`src/rtl/ccrc_pkg.sv`:
```
// Shared types, codes and helper functions for the configurable CRC engine.
// No dependencies; every other file imports this package.
`default_nettype none

package ccrc_pkg;

  localparam int unsigned CrcW = 32;
  localparam int unsigned ByteW = 8;
  localparam int unsigned CfgIdxW = 3;
  localparam int unsigned StatusW = 3;

  typedef enum logic [CfgIdxW-1:0] {
    REG_WIDTH_SELECT   = 3'd0,
    REG_GENERATOR_POLY = 3'd1,
    REG_START_VALUE    = 3'd2,
    REG_OUT_XOR        = 3'd3,
    REG_REFLECT_IN     = 3'd4,
    REG_REFLECT_OUT    = 3'd5
  } ccrc_reg_e;

  typedef enum logic [1:0] {
    WIDTH_8  = 2'd0,
    WIDTH_16 = 2'd1,
    WIDTH_32 = 2'd2
  } ccrc_width_e;

  typedef enum logic [StatusW-1:0] {
    STATUS_OK        = 3'd0,
    STATUS_ZERO_POLY = 3'd1,
    STATUS_POLY_WIDE = 3'd2,
    STATUS_INIT_WIDE = 3'd3,
    STATUS_XOR_WIDE  = 3'd4
  } ccrc_status_e;

  typedef struct packed {
    logic [ByteW-1:0] data_byte;
    logic             last_byte;
  } ccrc_in_t;

  typedef struct packed {
    logic [CrcW-1:0]    crc_value;
    logic [StatusW-1:0] config_status;
  } ccrc_out_t;

  // One classified item on its way from the front to the back.
  typedef struct packed {
    logic [ByteW-1:0] data_byte;
    logic             last_byte;
  } ccrc_item_t;

  // Active configuration as the back sees it.
  typedef struct packed {
    logic [1:0]      width_sel;
    logic [CrcW-1:0] mask;
    logic [CrcW-1:0] poly;
    logic [CrcW-1:0] init;
    logic [CrcW-1:0] xor_out;
    logic            reflect_out;
    ccrc_status_e    status;
  } ccrc_cfg_t;

  function automatic logic [CrcW-1:0] width_mask(input logic [1:0] width_sel);
    logic [CrcW-1:0] m;
    case (width_sel)
      WIDTH_8:  m = 32'h0000_00FF;
      WIDTH_16: m = 32'h0000_FFFF;
      default:  m = 32'hFFFF_FFFF;
    endcase
    return m;
  endfunction

endpackage

`default_nettype wire

```
`src/rtl/ccrc_front.sv`:
```
// Front of the CRC engine: configuration registers, configuration check and
// input byte reflection ahead of the queue. Depends on ccrc_pkg.
`default_nettype none

module ccrc_front import ccrc_pkg::*; (
  input  wire logic               clk_i,
  input  wire logic               rst_ni,
  input  wire logic               cfg_valid_i,
  output logic                    cfg_ready_o,
  input  wire logic [CfgIdxW-1:0] cfg_index_i,
  input  wire logic [CrcW-1:0]    cfg_data_i,
  input  wire ccrc_in_t           in_data_i,
  output ccrc_item_t              item_o,
  output ccrc_cfg_t               cfg_o
);

  logic [1:0]      width_sel_q;
  logic [CrcW-1:0] poly_q;
  logic [CrcW-1:0] init_q;
  logic [CrcW-1:0] xor_q;
  logic            refl_in_q;
  logic            refl_out_q;
  logic [CrcW-1:0] mask;
  logic [ByteW-1:0] rev_byte;

  assign cfg_ready_o = 1'b1;

  always_ff @(posedge clk_i or negedge rst_ni) begin
    if (!rst_ni) begin
      width_sel_q <= WIDTH_16;
      poly_q      <= 32'h0000_1021;
      init_q      <= '0;
      xor_q       <= '0;
      refl_in_q   <= 1'b0;
      refl_out_q  <= 1'b0;
    end else if (cfg_valid_i) begin
      case (cfg_index_i)
        REG_WIDTH_SELECT:   width_sel_q <= cfg_data_i[1:0];
        REG_GENERATOR_POLY: poly_q      <= cfg_data_i;
        REG_START_VALUE:    init_q      <= cfg_data_i;
        REG_OUT_XOR:        xor_q       <= cfg_data_i;
        REG_REFLECT_IN:     refl_in_q   <= cfg_data_i[0];
        REG_REFLECT_OUT:    refl_out_q  <= cfg_data_i[0];
        default: ;
      endcase
    end
  end

  assign mask = width_mask(width_sel_q);

  always_comb begin
    for (int i = 0; i < ByteW; i++) begin
      rev_byte[i] = in_data_i.data_byte[ByteW-1-i];
    end
  end

  always_comb begin
    item_o.data_byte = refl_in_q ? rev_byte : in_data_i.data_byte;
    item_o.last_byte = in_data_i.last_byte;

    cfg_o.width_sel   = width_sel_q;
    cfg_o.mask        = mask;
    cfg_o.poly        = poly_q & mask;
    cfg_o.init        = init_q & mask;
    cfg_o.xor_out     = xor_q;
    cfg_o.reflect_out = refl_out_q;
    if (poly_q == '0) begin
      cfg_o.status = STATUS_ZERO_POLY;
    end else if ((poly_q & ~mask) != '0) begin
      cfg_o.status = STATUS_POLY_WIDE;
    end else if ((init_q & ~mask) != '0) begin
      cfg_o.status = STATUS_INIT_WIDE;
    end else if ((xor_q & ~mask) != '0) begin
      cfg_o.status = STATUS_XOR_WIDE;
    end else begin
      cfg_o.status = STATUS_OK;
    end
  end

endmodule

`default_nettype wire

```
`src/rtl/ccrc_queue.sv`:
```
// Two-entry item queue between the front and the back of the CRC engine.
// Depends on ccrc_pkg.
`default_nettype none

module ccrc_queue import ccrc_pkg::*; (
  input  wire logic       clk_i,
  input  wire logic       rst_ni,
  input  wire logic       push_i,
  input  wire ccrc_item_t push_item_i,
  output logic            full_o,
  input  wire logic       pop_i,
  output logic            valid_o,
  output ccrc_item_t      item_o
);

  ccrc_item_t mem_q [2];
  logic       wr_ptr_q, wr_ptr_d;
  logic       rd_ptr_q, rd_ptr_d;
  logic [1:0] count_q, count_d;

  assign full_o  = (count_q == 2'd2);
  assign valid_o = (count_q != 2'd0);
  assign item_o  = mem_q[rd_ptr_q];

  always_comb begin
    wr_ptr_d = push_i ? ~wr_ptr_q : wr_ptr_q;
    rd_ptr_d = pop_i ? ~rd_ptr_q : rd_ptr_q;
    count_d  = count_q + {1'b0, push_i} - {1'b0, pop_i};
  end

  always_ff @(posedge clk_i or negedge rst_ni) begin
    if (!rst_ni) begin
      wr_ptr_q <= 1'b0;
      rd_ptr_q <= 1'b0;
      count_q  <= '0;
    end else begin
      wr_ptr_q <= wr_ptr_d;
      rd_ptr_q <= rd_ptr_d;
      count_q  <= count_d;
    end
  end

  always_ff @(posedge clk_i) begin
    if (push_i) begin
      mem_q[wr_ptr_q] <= push_item_i;
    end
  end

endmodule

`default_nettype wire

```
`src/rtl/ccrc_back.sv`:
```
// Back of the CRC engine: running remainder with an eight-step shift/XOR update
// per byte, frame tracking and the registered result stage. Depends on ccrc_pkg.
`default_nettype none

module ccrc_back import ccrc_pkg::*; (
  input  wire logic       clk_i,
  input  wire logic       rst_ni,
  input  wire ccrc_cfg_t  cfg_i,
  input  wire logic       q_valid_i,
  input  wire ccrc_item_t q_item_i,
  output logic            q_pop_o,
  output logic            out_valid_o,
  input  wire logic       out_stall_i,
  output ccrc_out_t       out_data_o
);

  logic [CrcW-1:0] rem_q, rem_d;
  logic            open_q;
  logic            out_valid_q;
  ccrc_out_t       out_q, out_d;
  logic [CrcW-1:0] rem_start;
  logic [CrcW-1:0] rem_next;
  logic [CrcW-1:0] rev_full;
  logic [CrcW-1:0] rev_w;
  logic [CrcW-1:0] crc;
  logic            top;
  logic            out_free;

  assign out_free    = !out_valid_q || !out_stall_i;
  assign q_pop_o     = q_valid_i && (!q_item_i.last_byte || out_free);
  assign out_valid_o = out_valid_q;
  assign out_data_o  = out_q;

  always_comb begin
    rem_start = open_q ? rem_q : cfg_i.init;
    case (cfg_i.width_sel)
      WIDTH_8:  rem_next = rem_start ^ {24'd0, q_item_i.data_byte};
      WIDTH_16: rem_next = rem_start ^ {16'd0, q_item_i.data_byte, 8'd0};
      default:  rem_next = rem_start ^ {q_item_i.data_byte, 24'd0};
    endcase
    for (int i = 0; i < ByteW; i++) begin
      case (cfg_i.width_sel)
        WIDTH_8:  top = rem_next[7];
        WIDTH_16: top = rem_next[15];
        default:  top = rem_next[31];
      endcase
      rem_next = ({rem_next[CrcW-2:0], 1'b0} ^ (top ? cfg_i.poly : '0)) & cfg_i.mask;
    end
    rem_d = rem_next;
  end

  always_comb begin
    for (int i = 0; i < CrcW; i++) begin
      rev_full[i] = rem_d[CrcW-1-i];
    end
    case (cfg_i.width_sel)
      WIDTH_8:  rev_w = rev_full >> 24;
      WIDTH_16: rev_w = rev_full >> 16;
      default:  rev_w = rev_full;
    endcase
    crc = ((cfg_i.reflect_out ? rev_w : rem_d) ^ cfg_i.xor_out) & cfg_i.mask;
    out_d.crc_value     = (cfg_i.status == STATUS_OK) ? crc : '0;
    out_d.config_status = cfg_i.status;
  end

  always_ff @(posedge clk_i or negedge rst_ni) begin
    if (!rst_ni) begin
      rem_q       <= '0;
      open_q      <= 1'b0;
      out_valid_q <= 1'b0;
    end else begin
      if (q_pop_o) begin
        rem_q  <= q_item_i.last_byte ? cfg_i.init : rem_d;
        open_q <= !q_item_i.last_byte;
      end
      if (q_pop_o && q_item_i.last_byte) begin
        out_valid_q <= 1'b1;
      end else if (!out_stall_i) begin
        out_valid_q <= 1'b0;
      end
    end
  end

  always_ff @(posedge clk_i) begin
    if (q_pop_o && q_item_i.last_byte) begin
      out_q <= out_d;
    end
  end

endmodule

`default_nettype wire

```
`src/rtl/configurable_crc_engine.sv`:
```
// Top level of the configurable CRC engine (8, 16 or 32 bit, MSB-first).
// Depends on ccrc_pkg, ccrc_front, ccrc_queue and ccrc_back.
//
// Usage: each input item carries one frame byte and a last-byte flag. The
// engine folds every byte into a running remainder and, on the last byte of a
// frame, delivers one result item with the finished CRC and a configuration
// status code; other bytes produce no result. The next frame restarts from the
// start value. Configuration registers are written through the cfg port, which
// is always ready; the user must write them only while no frame is in flight,
// as the block does not enforce this. Throughput is one byte per clock unless
// a receiver stall holds a last byte: the whole eight-step shift/XOR update of
// a byte is done combinationally by the back stage, fed from the queue entry.
// After reset the configuration is CRC-16 with polynomial 0x1021, start value
// and output XOR zero, no reflection, and no frame open. When the receiver
// stalls, the result is held in the output register; bytes that produce no
// result keep flowing, and input is stalled once the two-entry queue fills.
`default_nettype none

module configurable_crc_engine import ccrc_pkg::*; (
  input  wire logic               clk_i,
  input  wire logic               rst_ni,
  input  wire logic               cfg_valid_i,
  output logic                    cfg_ready_o,
  input  wire logic [CfgIdxW-1:0] cfg_index_i,
  input  wire logic [CrcW-1:0]    cfg_data_i,
  input  wire logic               in_valid_i,
  output logic                    in_stall_o,
  input  wire ccrc_in_t           in_data_i,
  output logic                    out_valid_o,
  input  wire logic               out_stall_i,
  output ccrc_out_t               out_data_o
);

  ccrc_item_t push_item;
  ccrc_item_t q_item;
  ccrc_cfg_t  cfg;
  logic       q_full;
  logic       q_valid;
  logic       q_pop;
  logic       push;

  assign in_stall_o = q_full;
  assign push       = in_valid_i && !q_full;

  ccrc_front u_front (
    .clk_i       (clk_i),
    .rst_ni      (rst_ni),
    .cfg_valid_i (cfg_valid_i),
    .cfg_ready_o (cfg_ready_o),
    .cfg_index_i (cfg_index_i),
    .cfg_data_i  (cfg_data_i),
    .in_data_i   (in_data_i),
    .item_o      (push_item),
    .cfg_o       (cfg)
  );

  ccrc_queue u_queue (
    .clk_i       (clk_i),
    .rst_ni      (rst_ni),
    .push_i      (push),
    .push_item_i (push_item),
    .full_o      (q_full),
    .pop_i       (q_pop),
    .valid_o     (q_valid),
    .item_o      (q_item)
  );

  ccrc_back u_back (
    .clk_i       (clk_i),
    .rst_ni      (rst_ni),
    .cfg_i       (cfg),
    .q_valid_i   (q_valid),
    .q_item_i    (q_item),
    .q_pop_o     (q_pop),
    .out_valid_o (out_valid_o),
    .out_stall_i (out_stall_i),
    .out_data_o  (out_data_o)
  );

endmodule

`default_nettype wire
```
`config.mk`:
```
export PLATFORM = sky130hd
export DESIGN_NAME = configurable_crc_engine
export DESIGN_NICKNAME = d
export VERILOG_FILES = /design/src/rtl/ccrc_pkg.sv /design/src/rtl/ccrc_front.sv /design/src/rtl/ccrc_queue.sv /design/src/rtl/ccrc_back.sv /design/src/rtl/configurable_crc_engine.sv
export SDC_FILE = /design/constraint.sdc
export NUM_CORES = 1
export LEC_CHECK = 0
export BUFFER_PORTS_ARGS = -buffer_cell sky130_fd_sc_hd__buf_2
export CAP_MARGIN = 40
export CORE_ASPECT_RATIO = 1.2
export CORE_MARGIN = 5
export CORE_UTILIZATION = 50
export CTS_CLUSTER_SIZE = 12
export DETAILED_ROUTE_END_ITERATION = 10
export PLACE_DENSITY = 0.67
export SKIP_LAST_GASP = 1
export SYNTH_ARGS = -nofsm -noshare
export SYNTH_HDL_FRONTEND = slang
export SYNTH_HIERARCHICAL = 1
export SYNTH_SLANG_ARGS = --single-unit
```
`constraint.sdc`:
```
create_clock -name clk_i -period 21.6 [get_ports clk_i]
set_input_delay 3.24 -clock clk_i [delete_from_list [all_inputs] [get_ports clk_i]]
set_output_delay 3.24 -clock clk_i [all_outputs]
set_load 0.01 [all_outputs]
```
==> summary.txt <==
Status
  • Status: finished clean

Setup path
  • Critical path class: flop to flop
  • Data arrival, critical path: between 10 and 15 ns
  • Reg2reg end: u_back/out_data_o[29]$_SDFFCE_PP0P_
  • Critical Path Max Stage Delay: around 0.93 ns
  • Worst EP required: 21.81 ns
  • Critical Path Fanout Max: 46
  • Worst reg2reg path depth: 28
  • CP Launch Type: flop
  • Worst setup endpoint: u_back/out_data_o[29]$_SDFFCE_PP0P_
  • Worst setup path start: u_front/width_sel_q[1]$_DFFE_PN0P_
  • FF-to-FF Start: u_front/width_sel_q[1]$_DFFE_PN0P_
  • Flop-to-flop setup slack: roughly 11 ns
  • Most common cell on crit path: buf_4
  • Crit end category: flop
  • CP max-delay cell: a311oi_4

Synthesis
  • Most frequent cell after synthesis: nand2_1
  • Post-Syn Area per Cell: ~8.5 um2
  • Mapped cell area: 16700 um2
  • Synth Instances: 1962
  • Post-synthesis cell type count: ~100
  • Post-synth top area cell: dfrtp_1
  • Most used DFF post-synth: dfrtp_1
  • Post-synth EDFFs: 53
  • Area contributors post-synth: dfrtp_1 (20%), edfxtp_1 (9.5%), nand2_1 (6.6%)
  • Synth top area share: 20.1%
  • Sequential area share after synthesis: 30.3%
  • Top post-synthesis cells by count: nand2_1 (292), dfrtp_1 (134), xnor2_1 (112)
  • Yosys reg bits: about 190
  • YS warnings: 6
  • Post-synth ARST share: between 70% and 80%

Power and ir drop
  • LEAKAGE: 0.00698 uW
  • VDD IR-drop max: about 0.00013 V
  • Pwr Density: roughly 130 nW/um2
  • Total power: approximately 2300 uW

Die
  • Row Count: 73
  • Die W: approximately 180 um
  • Core area: roughly 33000 um2
  • Die Area: roughly 37000 um2
  • Initial core utilization: between 50% and 60%
  • Die extent in y: about 210 um
  • Io pins: 87

Global routing
  • First-pass GRT wire length: 89900 um
  • Global-route track usage on met1: approximately 44%
  • GRT busiest layer: met2
  • GRT overflow: 0
  • Largest net degree at the start of global routing: 83
  • Vias in the first global route: ~14k
  • GR Layer Usage met3: 5.11%
  • All-layer global routing usage: 31.7%
  • Antenna violations before repair: 0
  • Met2 Usage GRT: about half

Detailed routing
  • DR pass1 iterations: 6
  • Routed WL per cell: roughly 25 um
  • Via count: about 15k
  • Detail Route Antenna Nets: 0
  • DR vias/cell: 6.37
  • Detailed Route Iter0 Violations: between 1.5k and 2k
  • Residual DRC: 0
  • Final wirelength: 59800 um

CTS
  • Hold buffers post-CTS: 0
  • CTS HTree Levels: 4
  • CTS Root Buffer Type: clkbuf_16
  • Clk sink count: about 190
  • Clk_lat worst skew: ~0.45 ns
  • Total CTS buffers: 17
  • Worst-path clk slew: 0.07 ns
  • CTS tree: yes
  • Post-CTS Setup Repair Bufs: 0
  • Resized Gates After CTS: 0
  • Clk buf depth: 2

STA
  • Max-slew violation total from the final report: 0
  • Fin Setup TNS: 0 ns
  • Worst-case clock skew: roughly 0.015 ns
  • Final Hold Vio Count: 0
  • Final setup violation count: 0
  • RSZ-0062 raised after global routing: false
  • Fmax achieved: ~0.094 GHz
  • Period minus WS final: ~11 ns
  • Final period utilization: 49.2%
  • Max-slew headroom: 34.7%
  • Worst-Margin Slew: 0.979 ns

Cells and area
  • Filler cells: ~3.2k
  • Share of cells above drive strength 1: between 10% and 20%
  • Finished Cell Area: between 15000 and 20000 um2
  • Final Net Count: just under 2k
  • Ant. Diodes: 0
  • P&R area growth vs syn: 5.44%

Worst hold path
  • Hold Path Class: flop to flop
  • Hold Crit Depth: 2

Place
  • DP HPWL: ~44000 um
  • I/O Buffers: 85
  • Placed instance area: 17000 um2
  • Gpl congestion: 0.994

Flow run
  • MaxCap Viol Count: 0
## worst max-delay path, delay by kind of cell, from the launching register on
kind | cells | cell delay, ns
AND/OR/NAND/NOR | 8 | 2.44
XOR/XNOR | 2 | 0.36
multiplexers | 4 | 1.64
AO/OA/AOI/OAI | 11 | 4.24
buffers and inverters | 3 | 0.98
flip-flops | 1 | 0.64
## cells by family (layout without fill, tap and decap cells)
logic type               count (synthesis)  in the layout  synth area share (%)
XOR/XNOR                               203            203                  10.8
AND/OR/NAND/NOR                        742            742                  22.9
flip-flops                             191            191                  30.3
adder cells (fa/ha/maj)                  2              2                 0.150
multiplexers                           178            178                  12.6
AO/OA/AOI/OAI                          393            393                  15.8
other                                    1              9                0.0225
buffers and inverters                  252            206                  7.47
## cell type report
type                    instances  area [um2]  share of cell area, %
multi-input cells            1527       10400                   59.3
flip-flops and latches        191        5050                   28.7
repair buffers                125         807                   4.59
well taps                     450         563                   3.20
clock buffers                  23         489                   2.78
inverters                      49         184                   1.05
clock inverters                 9        58.8                  0.334
## layout by cell type, fill, tap and decap left out, types with 13 or more instances in the layout
| cell type | n |
|---|---|
| a211oi_1 | 18 |
| a21oi_1 | 92 |
| a31oi_1 | 24 |
| and2_1 | 51 |
| and3_1 | 82 |
| buf_2 | 84 |
| buf_4 | 34 |
| clkbuf_16 | 18 |
| dfrtp_1 | 132 |
| edfxtp_1 | 53 |
| inv_1 | 44 |
| mux2_2 | 77 |
| mux2_4 | 39 |
| mux2i_1 | 52 |
| nand2_1 | 292 |
| nand3_1 | 46 |
| nand4_1 | 18 |
| nor2_1 | 87 |
| nor2b_1 | 20 |
| nor3_1 | 22 |
| nor4_1 | 33 |
| o21ai_0 | 101 |
| o21ai_1 | 15 |
| o31a_1 | 14 |
| o32ai_1 | 13 |
| xnor2_1 | 112 |
| xor2_1 | 89 |
## stage by stage
| stage | hold WS (ns) | std cells | setup slack (ns) | util, % |
|---|---|---|---|---|
| 4_1_cts | 0.486 | 2374 | 11.40 | 53.2 |
| 2_1_floorplan | 0.450 | 1970 | 14.21 | - |
| 6_report | 0.483 | 2374 | 10.98 | 53.2 |
| 3_5_place_dp | 0.471 | 2342 | 11.45 | 51.5 |
| 3_3_place_gp | 0.462 | 2334 | 11.21 | 51.1 |
| 5_1_grt | 0.514 | 2374 | 10.57 | 53.2 |
## power by group
| part | switching [uW] | internal (uW) | total (uW) |
|---|---|---|---|
| combinational | 895 | 475 | 1370 |
| sequential | 109 | 499 | 609 |
| clock | 139 | 160 | 299 |
| total | 1140 | 1130 | 2280 |
## how the worst min path moves through the flow
stage | slack, ns | end | from
3_3_place_gp | 0.46 | u_back/rem_q[23]$_DFFE_PN0P_ | u_back/rem_q[23]$_DFFE_PN0P_
6_report | 0.48 | u_back/rem_q[19]$_DFFE_PN0P_ | u_back/rem_q[19]$_DFFE_PN0P_
4_1_cts | 0.49 | u_back/rem_q[19]$_DFFE_PN0P_ | u_back/rem_q[19]$_DFFE_PN0P_
2_1_floorplan | 0.45 | u_back/rem_q[0]$_DFFE_PN0P_ | u_back/rem_q[0]$_DFFE_PN0P_
5_1_grt | 0.51 | u_back/rem_q[6]$_DFFE_PN0P_ | u_back/rem_q[6]$_DFFE_PN0P_
3_5_place_dp | 0.47 | u_back/rem_q[19]$_DFFE_PN0P_ | u_back/rem_q[19]$_DFFE_PN0P_
## layer usage
layer	up-vias	share of wire, %
met2	803	45
met3	145	8.3
met4	0	5.4
met1	7329	42
met5	-	0
li1	6838	-
## state kept, by name, summed over array words and instances, names as in the netlist, 2 cells and up
name / count
u_front/xor_q: 32
u_front/init_q: 32
u_front/width_sel_q: 2
u_back/rem_q: 32
u_queue/count_q: 2
u_back/out_data_o: 35
u_queue/mem_q: 18
u_front/poly_q: 32
(Power assumes the default switching activity.)
